==> config.mk <==
export PLATFORM = sky130hd
export DESIGN_NAME = triple_buffered_frame_store_core
export DESIGN_NICKNAME = d
export VERILOG_FILES = /design/src/hdl/tbfs_pkg.sv /design/src/hdl/tbfs_ram.sv /design/src/hdl/triple_buffered_frame_store_core.sv
export VERILOG_INCLUDE_DIRS = /design/src /design/src/hdl
export SDC_FILE = /design/constraint.sdc
export NUM_CORES = 2
export LEC_CHECK = 0
export ABC_AREA = 1
export BUFFER_PORTS_ARGS = -buffer_cell sky130_fd_sc_hd__buf_2
export CORE_MARGIN = 1.5
export CORE_UTILIZATION = 39
export CTS_CLUSTER_DIAMETER = 50
export DETAILED_ROUTE_END_ITERATION = 10
export SLEW_MARGIN = 30
export SYNTH_ARGS = -nofsm -noshare
export SYNTH_HDL_FRONTEND = slang
export SYNTH_SLANG_ARGS = --single-unit
==> constraint.sdc <==
create_clock -name i_clk -period 13.2 [get_ports i_clk]
set_input_delay 3.3 -clock i_clk [delete_from_list [all_inputs] [get_ports i_clk]]
set_output_delay 3.3 -clock i_clk [all_outputs]
set_load 0.05 [all_outputs]
==> src/hdl/triple_buffered_frame_store_core_defines.svh <==
// Assertion macros for the frame store core.
// Taken in by the top level with `include; no other dependencies.
`ifndef TRIPLE_BUFFERED_FRAME_STORE_CORE_DEFINES_SVH
`define TRIPLE_BUFFERED_FRAME_STORE_CORE_DEFINES_SVH

// Same-cycle implication, masked during reset.
`define TBFS_ASSERT_IMP(label, clk, rst_n, ante, cons, msg) \
    label: assert property (@(posedge clk) disable iff (!(rst_n)) (ante) |-> (cons)) \
        else $error(msg);

// Next-cycle implication, masked during reset.
`define TBFS_ASSERT_NXT(label, clk, rst_n, ante, cons, msg) \
    label: assert property (@(posedge clk) disable iff (!(rst_n)) (ante) |=> (cons)) \
        else $error(msg);

`endif

==> src/hdl/tbfs_pkg.sv <==
// Package for the triple-buffered frame store: item structs, command codes,
// register indexes and blank bytes. No dependencies.
package tbfs_pkg;

    typedef enum logic [3:0] {
        REQ_SET_PIXEL   = 4'd0,
        REQ_CLEAR_PIXEL = 4'd1,
        REQ_WRITE_BYTE  = 4'd2,
        REQ_TEST_PIXEL  = 4'd3,
        REQ_CLEAR_FRAME = 4'd4,
        REQ_COPY        = 4'd5,
        REQ_COMPARE     = 4'd6,
        REQ_PUBLISH     = 4'd7,
        REQ_SOF         = 4'd8,
        REQ_READ_BYTE   = 4'd9
    } t_req;

    localparam logic [3:0] CFG_PANEL_MODE    = 4'd0;
    localparam logic [3:0] CFG_TRIPLE_ENABLE = 4'd1;

    localparam logic [7:0] BLANK_ACTIVE_HIGH = 8'h00;
    localparam logic [7:0] BLANK_ACTIVE_LOW  = 8'hFF;

    typedef struct packed {
        logic [3:0] req_type;
        logic [7:0] x_pos;
        logic [7:0] y_pos;
        logic [7:0] byte_value;
    } t_in;

    typedef struct packed {
        logic       status;
        logic       pixel_lit;
        logic       frames_match;
        logic [7:0] stored_byte;
        logic [1:0] shown_frame;
    } t_out;

endpackage

==> src/hdl/tbfs_ram.sv <==
// Generic synchronous RAM: one write port, two read ports, registered reads.
// No dependencies.
module tbfs_ram #(
    parameter int WIDTH  = 8,
    parameter int DEPTH  = 240,
    parameter int ADDR_W = $clog2(DEPTH)
) (
    input  logic              i_clk,
    input  logic              i_we,
    input  logic [ADDR_W-1:0] i_waddr,
    input  logic [WIDTH-1:0]  i_wdata,
    input  logic [ADDR_W-1:0] i_raddr_a,
    output logic [WIDTH-1:0]  o_rdata_a,
    input  logic [ADDR_W-1:0] i_raddr_b,
    output logic [WIDTH-1:0]  o_rdata_b
);

    logic [WIDTH-1:0] r_mem [DEPTH];
    logic [WIDTH-1:0] r_rdata_a;
    logic [WIDTH-1:0] r_rdata_b;

    always_ff @(posedge i_clk) begin
        if (i_we) begin
            r_mem[i_waddr] <= i_wdata;
        end
        r_rdata_a <= r_mem[i_raddr_a];
        r_rdata_b <= r_mem[i_raddr_b];
    end

    assign o_rdata_a = r_rdata_a;
    assign o_rdata_b = r_rdata_b;

endmodule

==> src/hdl/triple_buffered_frame_store_core.sv <==
// Top level of the triple-buffered monochrome frame store.
// Depends on tbfs_pkg, tbfs_ram and triple_buffered_frame_store_core_defines.svh.
//
//  channel | direction | handshake                 | payload
//  --------+-----------+---------------------------+-----------------------------
//  in      | in        | i_in_valid / o_in_ready   | i_in  (tbfs_pkg::t_in)
//  out     | out       | o_out_valid / i_out_ready | o_out (tbfs_pkg::t_out)
//  cfg     | in        | i_cfg_valid / o_cfg_ready | i_cfg_index, i_cfg_data[0]
//
// Pixel, byte, test and read byte items in range take a memory read, then a
// write-back or the result; out-of-range coordinates, publish, start of frame
// and unused codes give their result straight from the accepting state. Clear
// frame, copy and compare walk one byte per cycle through the frame memory's ports.
// After reset a clearing pass zeroes the whole memory; no item is taken during
// it. A stalled result waits in the output register (or in a holding register)
// while no new item is taken; configuration writes are still applied.
module triple_buffered_frame_store_core #(
    parameter int ROWS      = 16,
    parameter int COL_BYTES = 5
) (
    input  logic             i_clk,
    input  logic             i_rst_n,
    input  logic             i_in_valid,
    output logic             o_in_ready,
    input  tbfs_pkg::t_in    i_in,
    output logic             o_out_valid,
    input  logic             i_out_ready,
    output tbfs_pkg::t_out   o_out,
    input  logic             i_cfg_valid,
    output logic             o_cfg_ready,
    input  logic [3:0]       i_cfg_index,
    input  logic [7:0]       i_cfg_data
);

`include "triple_buffered_frame_store_core_defines.svh"

    // frame geometry: three frames back to back in one memory
    localparam int FB    = ROWS * COL_BYTES;
    localparam int DEPTH = 3 * FB;
    localparam int AW    = $clog2(DEPTH);

    localparam logic [AW-1:0] BASE1     = AW'(FB);
    localparam logic [AW-1:0] BASE2     = AW'(2 * FB);
    localparam logic [AW-1:0] FB_LAST   = AW'(FB - 1);
    localparam logic [AW-1:0] FB_END    = AW'(FB);
    localparam logic [AW-1:0] MEM_LAST  = AW'(DEPTH - 1);
    localparam logic [8:0]    X_LIMIT   = 9'(8 * COL_BYTES);
    localparam logic [8:0]    Y_LIMIT   = 9'(ROWS);
    localparam logic [4:0]    COL_LAST  = 5'(COL_BYTES - 1);

    typedef enum logic [2:0] {
        S_INIT,
        S_IDLE,
        S_RMW,
        S_FILL,
        S_COPY,
        S_CMP,
        S_PUSH
    } t_state;

    t_state          r_state, n_state;
    logic [AW-1:0]   r_cnt, n_cnt;
    logic [AW-1:0]   r_addr, n_addr;
    logic [3:0]      r_req, n_req;
    logic [2:0]      r_bit, n_bit;
    logic [7:0]      r_bv, n_bv;
    logic            r_diff, n_diff;
    tbfs_pkg::t_out  r_res, n_res;
    tbfs_pkg::t_out  r_out, n_out;
    logic            r_out_valid, n_out_valid;
    logic [1:0]      r_rsel, n_rsel;
    logic [1:0]      r_wsel, n_wsel;
    logic [1:0]      r_isel, n_isel;
    logic            r_pend, n_pend;
    logic            r_pm, n_pm;
    logic            r_triple, n_triple;

    // memory ports
    logic            ram_we;
    logic [AW-1:0]   ram_waddr;
    logic [7:0]      ram_wdata;
    logic [AW-1:0]   ram_raddr_a;
    logic [AW-1:0]   ram_raddr_b;
    logic [7:0]      ram_rdata_a;
    logic [7:0]      ram_rdata_b;

    // address decode of the incoming item
    logic            in_range;
    logic [4:0]      col;
    logic [15:0]     off_wide;
    logic [AW-1:0]   w_base;
    logic [AW-1:0]   r_base;
    logic [AW-1:0]   acc_addr;
    logic            slot_free;
    logic            in_acc;
    logic [7:0]      mask;
    logic            done;
    tbfs_pkg::t_out  done_res;

    // checker terms
    logic            sel_distinct;
    logic            publish_acc;

    function automatic logic [AW-1:0] base_of(input logic [1:0] sel);
        logic [AW-1:0] b;
        unique case (sel)
            2'd1:    b = BASE1;
            2'd2:    b = BASE2;
            default: b = '0;
        endcase
        return b;
    endfunction

    tbfs_ram #(
        .WIDTH (8),
        .DEPTH (DEPTH),
        .ADDR_W(AW)
    ) u_ram (
        .i_clk    (i_clk),
        .i_we     (ram_we),
        .i_waddr  (ram_waddr),
        .i_wdata  (ram_wdata),
        .i_raddr_a(ram_raddr_a),
        .o_rdata_a(ram_rdata_a),
        .i_raddr_b(ram_raddr_b),
        .o_rdata_b(ram_rdata_b)
    );

    assign slot_free   = !r_out_valid || i_out_ready;
    assign o_in_ready  = (r_state == S_IDLE) && slot_free;
    assign in_acc      = i_in_valid && o_in_ready;
    assign o_cfg_ready = 1'b1;
    assign o_out_valid = r_out_valid;
    assign o_out       = r_out;

    assign w_base   = base_of(r_wsel);
    assign r_base   = base_of(r_rsel);
    assign in_range = ({1'b0, i_in.x_pos} < X_LIMIT) && ({1'b0, i_in.y_pos} < Y_LIMIT);
    // active-low panels store columns in reversed byte order
    assign col      = r_pm ? (COL_LAST - i_in.x_pos[7:3]) : i_in.x_pos[7:3];
    assign off_wide = 16'(i_in.y_pos) * 16'(COL_BYTES) + 16'(col);
    assign acc_addr = ((i_in.req_type == tbfs_pkg::REQ_TEST_PIXEL)
                       || (i_in.req_type == tbfs_pkg::REQ_READ_BYTE) ? r_base : w_base)
                      + off_wide[AW-1:0];
    // LSB-first on active-low panels, MSB-first otherwise
    assign mask     = r_pm ? (8'h01 << r_bit) : (8'h80 >> r_bit);

    always_comb begin
        n_state     = r_state;
        n_cnt       = r_cnt;
        n_addr      = r_addr;
        n_req       = r_req;
        n_bit       = r_bit;
        n_bv        = r_bv;
        n_diff      = r_diff;
        n_res       = r_res;
        n_out       = r_out;
        n_out_valid = r_out_valid && !i_out_ready;
        n_rsel      = r_rsel;
        n_wsel      = r_wsel;
        n_isel      = r_isel;
        n_pend      = r_pend;
        n_pm        = r_pm;
        n_triple    = r_triple;

        ram_we      = 1'b0;
        ram_waddr   = r_addr;
        ram_wdata   = '0;
        ram_raddr_a = r_addr;
        ram_raddr_b = r_addr;

        done        = 1'b0;
        done_res    = '0;
        done_res.shown_frame = r_rsel;

        if (i_cfg_valid) begin
            if (i_cfg_index == tbfs_pkg::CFG_PANEL_MODE) begin
                n_pm = i_cfg_data[0];
            end else if (i_cfg_index == tbfs_pkg::CFG_TRIPLE_ENABLE) begin
                n_triple = i_cfg_data[0];
            end
        end

        unique case (r_state)
            S_INIT: begin
                ram_we    = 1'b1;
                ram_waddr = r_cnt;
                ram_wdata = tbfs_pkg::BLANK_ACTIVE_HIGH;
                if (r_cnt == MEM_LAST) begin
                    n_cnt   = '0;
                    n_state = S_IDLE;
                end else begin
                    n_cnt = r_cnt + 1'b1;
                end
            end
            S_IDLE: begin
                if (in_acc) begin
                    n_req  = i_in.req_type;
                    n_bit  = i_in.x_pos[2:0];
                    n_bv   = i_in.byte_value;
                    n_addr = acc_addr;
                    n_cnt  = '0;
                    n_diff = 1'b0;
                    unique case (i_in.req_type)
                        tbfs_pkg::REQ_SET_PIXEL, tbfs_pkg::REQ_CLEAR_PIXEL,
                        tbfs_pkg::REQ_WRITE_BYTE, tbfs_pkg::REQ_TEST_PIXEL,
                        tbfs_pkg::REQ_READ_BYTE: begin
                            if (in_range) begin
                                ram_raddr_a = acc_addr;
                                n_state     = S_RMW;
                            end else begin
                                done            = 1'b1;
                                done_res.status = 1'b1;
                            end
                        end
                        tbfs_pkg::REQ_CLEAR_FRAME: n_state = S_FILL;
                        tbfs_pkg::REQ_COPY:        n_state = S_COPY;
                        tbfs_pkg::REQ_COMPARE:     n_state = S_CMP;
                        tbfs_pkg::REQ_PUBLISH: begin
                            if (!r_triple) begin
                                n_rsel = r_wsel;
                                n_wsel = r_rsel;
                            end else begin
                                n_isel = r_wsel;
                                n_wsel = r_isel;
                                n_pend = 1'b1;
                            end
                            done                 = 1'b1;
                            done_res.shown_frame = n_rsel;
                        end
                        tbfs_pkg::REQ_SOF: begin
                            if (r_triple && r_pend) begin
                                n_pend = 1'b0;
                                n_rsel = r_isel;
                                n_isel = r_rsel;
                            end
                            done                 = 1'b1;
                            done_res.shown_frame = n_rsel;
                        end
                        default: done = 1'b1;
                    endcase
                end
            end
            S_RMW: begin
                ram_waddr = r_addr;
                done      = 1'b1;
                unique case (r_req)
                    tbfs_pkg::REQ_SET_PIXEL: begin
                        ram_we    = 1'b1;
                        ram_wdata = r_pm ? (ram_rdata_a & ~mask) : (ram_rdata_a | mask);
                    end
                    tbfs_pkg::REQ_CLEAR_PIXEL: begin
                        ram_we    = 1'b1;
                        ram_wdata = r_pm ? (ram_rdata_a | mask) : (ram_rdata_a & ~mask);
                    end
                    tbfs_pkg::REQ_WRITE_BYTE: begin
                        ram_we    = 1'b1;
                        ram_wdata = r_pm ? ~r_bv : r_bv;
                    end
                    tbfs_pkg::REQ_TEST_PIXEL: begin
                        done_res.pixel_lit = (|(ram_rdata_a & mask)) ^ r_pm;
                    end
                    default: begin
                        done_res.stored_byte = ram_rdata_a;
                    end
                endcase
            end
            S_FILL: begin
                ram_we    = 1'b1;
                ram_waddr = w_base + r_cnt;
                ram_wdata = r_pm ? tbfs_pkg::BLANK_ACTIVE_LOW : tbfs_pkg::BLANK_ACTIVE_HIGH;
                if (r_cnt == FB_LAST) begin
                    done = 1'b1;
                end else begin
                    n_cnt = r_cnt + 1'b1;
                end
            end
            S_COPY: begin
                // read byte k of the read frame, write byte k-1 of the write frame
                ram_raddr_a = r_base + r_cnt;
                if (r_cnt != '0) begin
                    ram_we    = 1'b1;
                    ram_waddr = w_base + r_cnt - 1'b1;
                    ram_wdata = ram_rdata_a;
                end
                if (r_cnt == FB_END) begin
                    done = 1'b1;
                end else begin
                    n_cnt = r_cnt + 1'b1;
                end
            end
            S_CMP: begin
                ram_raddr_a = w_base + r_cnt;
                ram_raddr_b = r_base + r_cnt;
                if (r_cnt != '0) begin
                    n_diff = r_diff || (ram_rdata_a != ram_rdata_b);
                end
                if (r_cnt == FB_END) begin
                    done                  = 1'b1;
                    done_res.frames_match = !(r_diff || (ram_rdata_a != ram_rdata_b));
                end else begin
                    n_cnt = r_cnt + 1'b1;
                end
            end
            S_PUSH: begin
                if (slot_free) begin
                    n_out       = r_res;
                    n_out_valid = 1'b1;
                    n_state     = S_IDLE;
                end
            end
            default: n_state = S_IDLE;
        endcase

        // result goes straight out when the output slot is free, else it is held
        if (done) begin
            if (slot_free) begin
                n_out       = done_res;
                n_out_valid = 1'b1;
                n_state     = S_IDLE;
            end else begin
                n_res   = done_res;
                n_state = S_PUSH;
            end
        end
    end

    always_ff @(posedge i_clk) begin
        if (!i_rst_n) begin
            r_state     <= S_INIT;
            r_cnt       <= '0;
            r_out_valid <= 1'b0;
            r_rsel      <= 2'd0;
            r_wsel      <= 2'd1;
            r_isel      <= 2'd2;
            r_pend      <= 1'b0;
            r_pm        <= 1'b0;
            r_triple    <= 1'b1;
            r_diff      <= 1'b0;
        end else begin
            r_state     <= n_state;
            r_cnt       <= n_cnt;
            r_out_valid <= n_out_valid;
            r_rsel      <= n_rsel;
            r_wsel      <= n_wsel;
            r_isel      <= n_isel;
            r_pend      <= n_pend;
            r_pm        <= n_pm;
            r_triple    <= n_triple;
            r_diff      <= n_diff;
        end
        r_addr <= n_addr;
        r_req  <= n_req;
        r_bit  <= n_bit;
        r_bv   <= n_bv;
        r_res  <= n_res;
        r_out  <= n_out;
    end

    assign sel_distinct = (r_rsel != r_wsel) && (r_rsel != r_isel) && (r_wsel != r_isel)
                          && (r_rsel != 2'd3) && (r_wsel != 2'd3) && (r_isel != 2'd3);
    assign publish_acc  = in_acc && r_triple && (i_in.req_type == tbfs_pkg::REQ_PUBLISH);

    // frame selectors always name three distinct frames
    `TBFS_ASSERT_IMP(a_sel_distinct, i_clk, i_rst_n, 1'b1, sel_distinct, "frame selectors collide")
    // the memory is never written while waiting for an item
    `TBFS_ASSERT_IMP(a_idle_no_write, i_clk, i_rst_n, r_state == S_IDLE, !ram_we, "idle write")
    // a triple-buffered publish leaves a frame pending
    `TBFS_ASSERT_NXT(a_publish_pending, i_clk, i_rst_n, publish_acc, r_pend, "no pending frame")

endmodule
---- Word-level counts from Yosys, hierarchy flattened ----
Memories as Yosys holds them, arrays and structs flattened. A register that Yosys moved wholly into a read port is not among the register bits.
Cells that the tools add are included.
W data, S select, Z words.
storage, ports and cells
  register bits ........................... 71
  input bits .............................. 45
  output and inout bits ................... 16
  RAM bits ................................ 1,920
  word-level logic and storage cells ...... 195
  memories ................................ 1
cells by class
  shift-type cells ........................ 2
  equality and inequality tests ........... 39
  multipliers ............................. 1
  magnitude comparators ................... 2
  reduce and logical (&&, ||, !) cells .... 36
  muxes and demuxes ....................... 75
  add/sub/neg operators ................... 7
  bitwise operators ....................... 8
memory list
  name         depth  width  read ports  clocked after Yosys merged registers in  write ports  RTL line        RTL
  u_ram.r_mem  240    8      2           2                                        1            tbfs_ram.sv:18  logic [WIDTH-1:0] r_mem [DEPTH];
operators by type and width
  operator               number
  $mux W8                18
  $pmux W8 S3            4
  $mux W13               4
  $pmux W8 S2            2
  $pmux W8 S4            1
  $add A8 B8 Y8          3
  $pmux W3 S4            2
  $mux W1                23
  $mux W3                6
  $and A8 B8 Y8          2
  $eq A4 B2 Y1 const B   4
  $eq A4 B3 Y1 const B   4
  $eq A8 B7 Y1 const B   2
  $not A8 Y8             2
  $mux W2                7
  $eq A4 B1 Y1 const B   3
  $logic_not A4 Y1       3
  $ne A2 B2 Y1 const B   6
  $eq A3 B3 Y1 const B   3
  $ne A3 B3 Y1 const B   3
  $reduce_and A3 Y1      3
  $add A8 B1 Y8 const B  1
  $add A8 B5 Y8          1
  $eq A4 B4 Y1 const B   2
  40 further kinds       61

---- Depth between registers and ports, before layout ----
  word-level depth ........................ 9
  depth in mapped cells ................... 23
  mapped depth without buffers ............ 22

---- Modules after synthesis ----
Synthesis repeated with hierarchy kept, for this count alone.
unflattened totals
  cell total of the unflattened synthesis .. 11,836
  area total of the unflattened synthesis .. 103,555.6 µm²
by module, submodules not included
  module                            cells each  times used  sequential area each (µm²)  area an instance (µm²)
  tbfs_ram                          11,049      1           57,975.6                    97,974.0
  triple_buffered_frame_store_core  787         1           1,781.7                     5,581.6

---- Least setup slack after synthesis ----
No wires, ideal clock.
  kind .................................... reg-to-reg
  from .................................... register r_cnt[0]
  to ...................................... memory u_ram.r_mem[0][0] (data pin)
  data required time ...................... 11.751 ns
  buffers on the path ..................... 1
  stages on the path, launching flop included .. 9
  arrival time ............................ 7.674 ns
  setup slack ............................. 4.077 ns
  library setup time ...................... 1.449 ns
  period minus slack after synthesis ...... 9.123 ns
  cells stage by stage .................... dfxtp_1 inv_1 ha_1 nand3_1 nor4_2 nor2_1 inv_2 buf_2 o211ai_1
on the way
  longest elaborated chain between the ends .. 3
RTL lines
  item                    RTL line                                 RTL
  start, declared         triple_buffered_frame_store_core.sv:62   logic [AW-1:0] r_cnt, n_cnt;
  start signal, assigned  triple_buffered_frame_store_core.sv:342  r_cnt <= n_cnt;
  $reduce_bool A8 Y1      triple_buffered_frame_store_core.sv:281  if (r_cnt != '0) begin
  $mux W8                 triple_buffered_frame_store_core.sv:281
  $pmux W8 S3             triple_buffered_frame_store_core.sv:184  unique case (r_state)
  net ram_wdata[0]        triple_buffered_frame_store_core.sv:81   logic [7:0] ram_wdata;
  end, declared           tbfs_ram.sv:18
The timed path passes the listed nets, and every way through them passes these cells.

---- Worst setup path in the final report ----
  from .................................... input i_out_ready
  to ...................................... register u_ram.r_rdata_a[0], in the netlist u_ram.o_rdata_a[0] (read register of u_ram.r_mem)
on the way
  longest elaborated chain between the ends .. 5
RTL lines
  item                 RTL line                                 RTL
  start, declared      triple_buffered_frame_store_core.sv:27   input logic i_out_ready,
  $logic_or A1 B1 Y1   triple_buffered_frame_store_core.sv:129  assign slot_free = !r_out_valid || i_out_ready;
  $logic_and A1 B1 Y1  triple_buffered_frame_store_core.sv:130  assign o_in_ready = (r_state == S_IDLE) && slot_free;
  $logic_and A1 B1 Y1  triple_buffered_frame_store_core.sv:131  assign in_acc = i_in_valid && o_in_ready;
  $mux W8              triple_buffered_frame_store_core.sv:197  if (in_acc) begin
  $pmux W8 S3          triple_buffered_frame_store_core.sv:184
  end, declared        tbfs_ram.sv:19                           logic [WIDTH-1:0] r_rdata_a;
Every way passes these cells.
A chain may end at the register's enable or synchronous reset.

==> results.sh <==
export IMPL_cts_resized_gates=0
export IMPL_antenna_left=0
export IMPL_cp_required_ns=13.98
export IMPL_hold_path_class="flop to flop"
export IMPL_nets=11451
export IMPL_regArea_um2=59800
export IMPL_grt_usage=0.266
export IMPL_critPathLaunchType="input pin"
export IMPL_finalSetupViolCount=0
export IMPL_core_um2=271000
export IMPL_top_usage_layer="met2"
export IMPL_tns_ns=0
export IMPL_synth_top_area_share=0.552
export IMPL_ys_types=53
export IMPL_cts_sinks=2007
export IMPL_grtUsageMet2=0.410
export IMPL_ys_seq_area_frac=0.561
export IMPL_finClkSkew_ns=0.0957
export IMPL_status="finished, violations left"
export IMPL_cts_hold_buf=0
export IMPL_violations="DRC"
export IMPL_power_density_nw_per_um2=208
export IMPL_clock_root_buffer="clkbuf_16"
export IMPL_fin_area_um2=117000
export IMPL_io_pins=61
export IMPL_tritoncts="done"
export IMPL_cts_inserted_buffers=237
export IMPL_period_share=0.644
export IMPL_grt_setup_unrepaired="false"
export IMPL_syn_inst=11864
export IMPL_avgSynthCellArea_um2=8.97
export IMPL_path_class="input pin to flop"
export IMPL_drc_errors=2
export IMPL_fin_total_pwr_mw=24.3
export IMPL_multiInputGateArea_um2=37300
export IMPL_critical_path_arrival_ns=9.28
export IMPL_period_minus_slack_ns=8.50
export IMPL_initial_core_util=0.393
export IMPL_use_met1=0.349
export IMPL_antenna_found_initial=10
export IMPL_utilization=0.431
export IMPL_finalHoldViolCount=0
export IMPL_wl_mm=383
export IMPL_ir_drop_v=0.000225
export IMPL_synth_async_reset_ratio=0
export IMPL_max_freq_mhz=118
export IMPL_fill_cells=25391
export IMPL_finalMaxSlewViolations=0
export IMPL_std_cell_rows=191
export IMPL_die_area_um2=276000
export IMPL_synth_area_um2=106000
export IMPL_ys_warn_count=0
export IMPL_timing_slew_headroom=0.296
export IMPL_vias_per_cell=6.03
export IMPL_grt_overflow_total=0
export IMPL_gr_usage_met3=0.0607
export IMPL_ys_ff_latch=2007
export IMPL_synthFlopType="edfxtp_1"
export IMPL_area_growth_pct=9.82
export IMPL_post_cts_buffers=0
export IMPL_drive_above_1_share=0.0605
export IMPL_avgRoutedWirePerCell_um=25.3
export IMPL_die_h_um=525
export IMPL_dp_hpwl_mm=214
export IMPL_grt_pass1_vias=85740
export IMPL_max_cap_violations=0
export IMPL_drt_iter0_markers=13582
export IMPL_drtPass1Iterations=10
export IMPL_synthTopCellsByArea="edfxtp_1 55%, nand3_1 13%, nand2_1 6.3%"
export IMPL_grt_max_degree=203
export IMPL_clk_pin_slew_worst_paths_ns=0.06
export IMPL_place_ws_ns=3.72
export IMPL_worstMarginPinSlew_ns=1.06
export IMPL_yosys_area_top_type="edfxtp_1"
export IMPL_cp_max_fo=126
export IMPL_worst_slack_ns=4.70
export IMPL_dpl_instance_area_um2=109000
export IMPL_leakagePower_nw=44.9
export IMPL_clock_latency_ns=0.94
export IMPL_synthesis_nets=11945
export IMPL_place_congestion=0.949
export IMPL_grt_pass1_wl_mm=555
export IMPL_synth_edf_count=1956
export IMPL_fp_dieW_um=525
export IMPL_vias=91379
export IMPL_worstSetupEndpointType="flop"
export IMPL_cts_buffer_depth=3
export IMPL_portBuffers=52
export IMPL_htree_levels=4
metal layers:
layer	vias to the layer above	wire (um)	share of wire
li1	40364	-	-
met1	43760	147000	0.38
met2	6132	170000	0.44
met3	1105	45400	0.12
met4	18	20200	0.053
met5	-	223	0.00058
logic make-up (layout without fill, tap and decap cells):
family	after synthesis	after routing	share of synthesized area
compound gates	2081	2081	0.111
xor+xnor	30	30	0.00247
fa+ha+maj	36	36	0.00479
buf+inv	2459	2170	0.0923
flops	2007	2007	0.561
mux	2	2	0.000188
other cells	1	2	0.0000352
simple gates	5248	5248	0.228
path summary, 6_finish.rpt:
check             slack (ns)                    start                    endpoint  cells past startpoint
setup / recovery        4.70              i_out_ready  u_ram.o_rdata_a[0]$_DFF_P_                     19
hold / removal          0.47   r_isel[0]$_SDFFE_PN0P_      r_isel[0]$_SDFFE_PN0P_                      2
setup reg to reg        6.39  r_state[1]$_SDFFE_PN0P_  u_ram.o_rdata_a[0]$_DFF_P_                     20
hold reg to reg         0.47   r_isel[0]$_SDFFE_PN0P_      r_isel[0]$_SDFFE_PN0P_                      2
sequential cells by signal (all words and copies together) (netlist names), 8 cells and up:
signal and count:
r_res 13, u_ram.o_rdata_a 8, o_out 13, r_addr 8, r_bv 8, u_ram.o_rdata_b 8
u_ram.r_mem 1920, r_cnt 8
through the flow:
stage | cells | hold slack [ns]
2_1_floorplan | 11864 | 0.441
3_3_place_gp | 14696 | 0.456
3_5_place_dp | 14696 | 0.456
4_1_cts | 15140 | 0.467
5_1_grt | 15146 | 0.502
6_report | 15146 | 0.467
worst max-delay path, cell delays in order:
cell and delay [ns]:
buf_2 0.08, or2_2 0.13, nand2_2 0.08, nor2_4 0.45, nand4_1 0.16, nand3_1 0.25
nand2_8 0.40, nand2_8 0.84, buf_4 0.79, buf_4 0.71, nand2_1 0.12, nand3_1 0.11
nand3_1 0.11, nand3_1 0.14, nand3_1 0.25, nand3_1 0.23, nand3_1 0.33, nand3_1 0.41
nand2_1 0.11
Yosys cell counts (all sizes together), types with 3 or more instances:
cell	number
buf	415
nor2	405
clkinv	3
o311ai	20
o221ai	21
nand4	9
xnor2	7
fa	8
inv	1519
nand2	1796
nor4	4
a21oi	610
nand3	2740
o211ai	477
a31oi	12
o22ai	23
ha	28
o21ai	902
xor2	23
nor3	39
dfxtp	51
clkbuf	522
a211oi	3
a22oi	4
nand3b	252
edfxtp	1956
report_power, final:
group          internal, mW  leakage [nW]  switching, mW
logic                  2.37          22.9           7.90
registers              7.35          18.2         0.0817
clock network          3.78          3.80           2.84
total                  13.5          44.9           10.8
cells in the final DEF, fill, tap and decap left out, types with 18 or more instances in the layout:
master     Yosys  layout
o21ai_1       73      68
nand2_2        5      18
nor2_2         4      72
a21oi_1      608     607
inv_1       1509    1502
xor2_1        23      23
ha_1          28      28
nor3_1        38      37
nand3_1     2739    2739
o221ai_1      21      21
buf_2        228      52
clkinv_1       3      53
o21ai_0      827     824
clkbuf_1     521      32
o22ai_1       23      23
nor2_1       399     330
dfxtp_1       51      51
buf_4         47     119
edfxtp_1    1956    1956
bufinv_16      0      23
buf_12         0      23
o211ai_1     477     477
clkbuf_16      0     238
clkinv_2       0      40
nand2_1     1791    1774
nand3b_1     252     252
cell type report:
type | count | share of cell area
Antenna cell | 1 | 0.0000214
Clock buffer | 270 | 0.0520
Clock inverter | 174 | 0.0152
Inverter | 1522 | 0.0493
Multi-Input combinational cell | 7398 | 0.319
Sequential cell | 2007 | 0.511
Tap cell | 3570 | 0.0382
Timing Repair Buffer | 204 | 0.0155
Note: power is estimated with default switching activity, not from simulation.
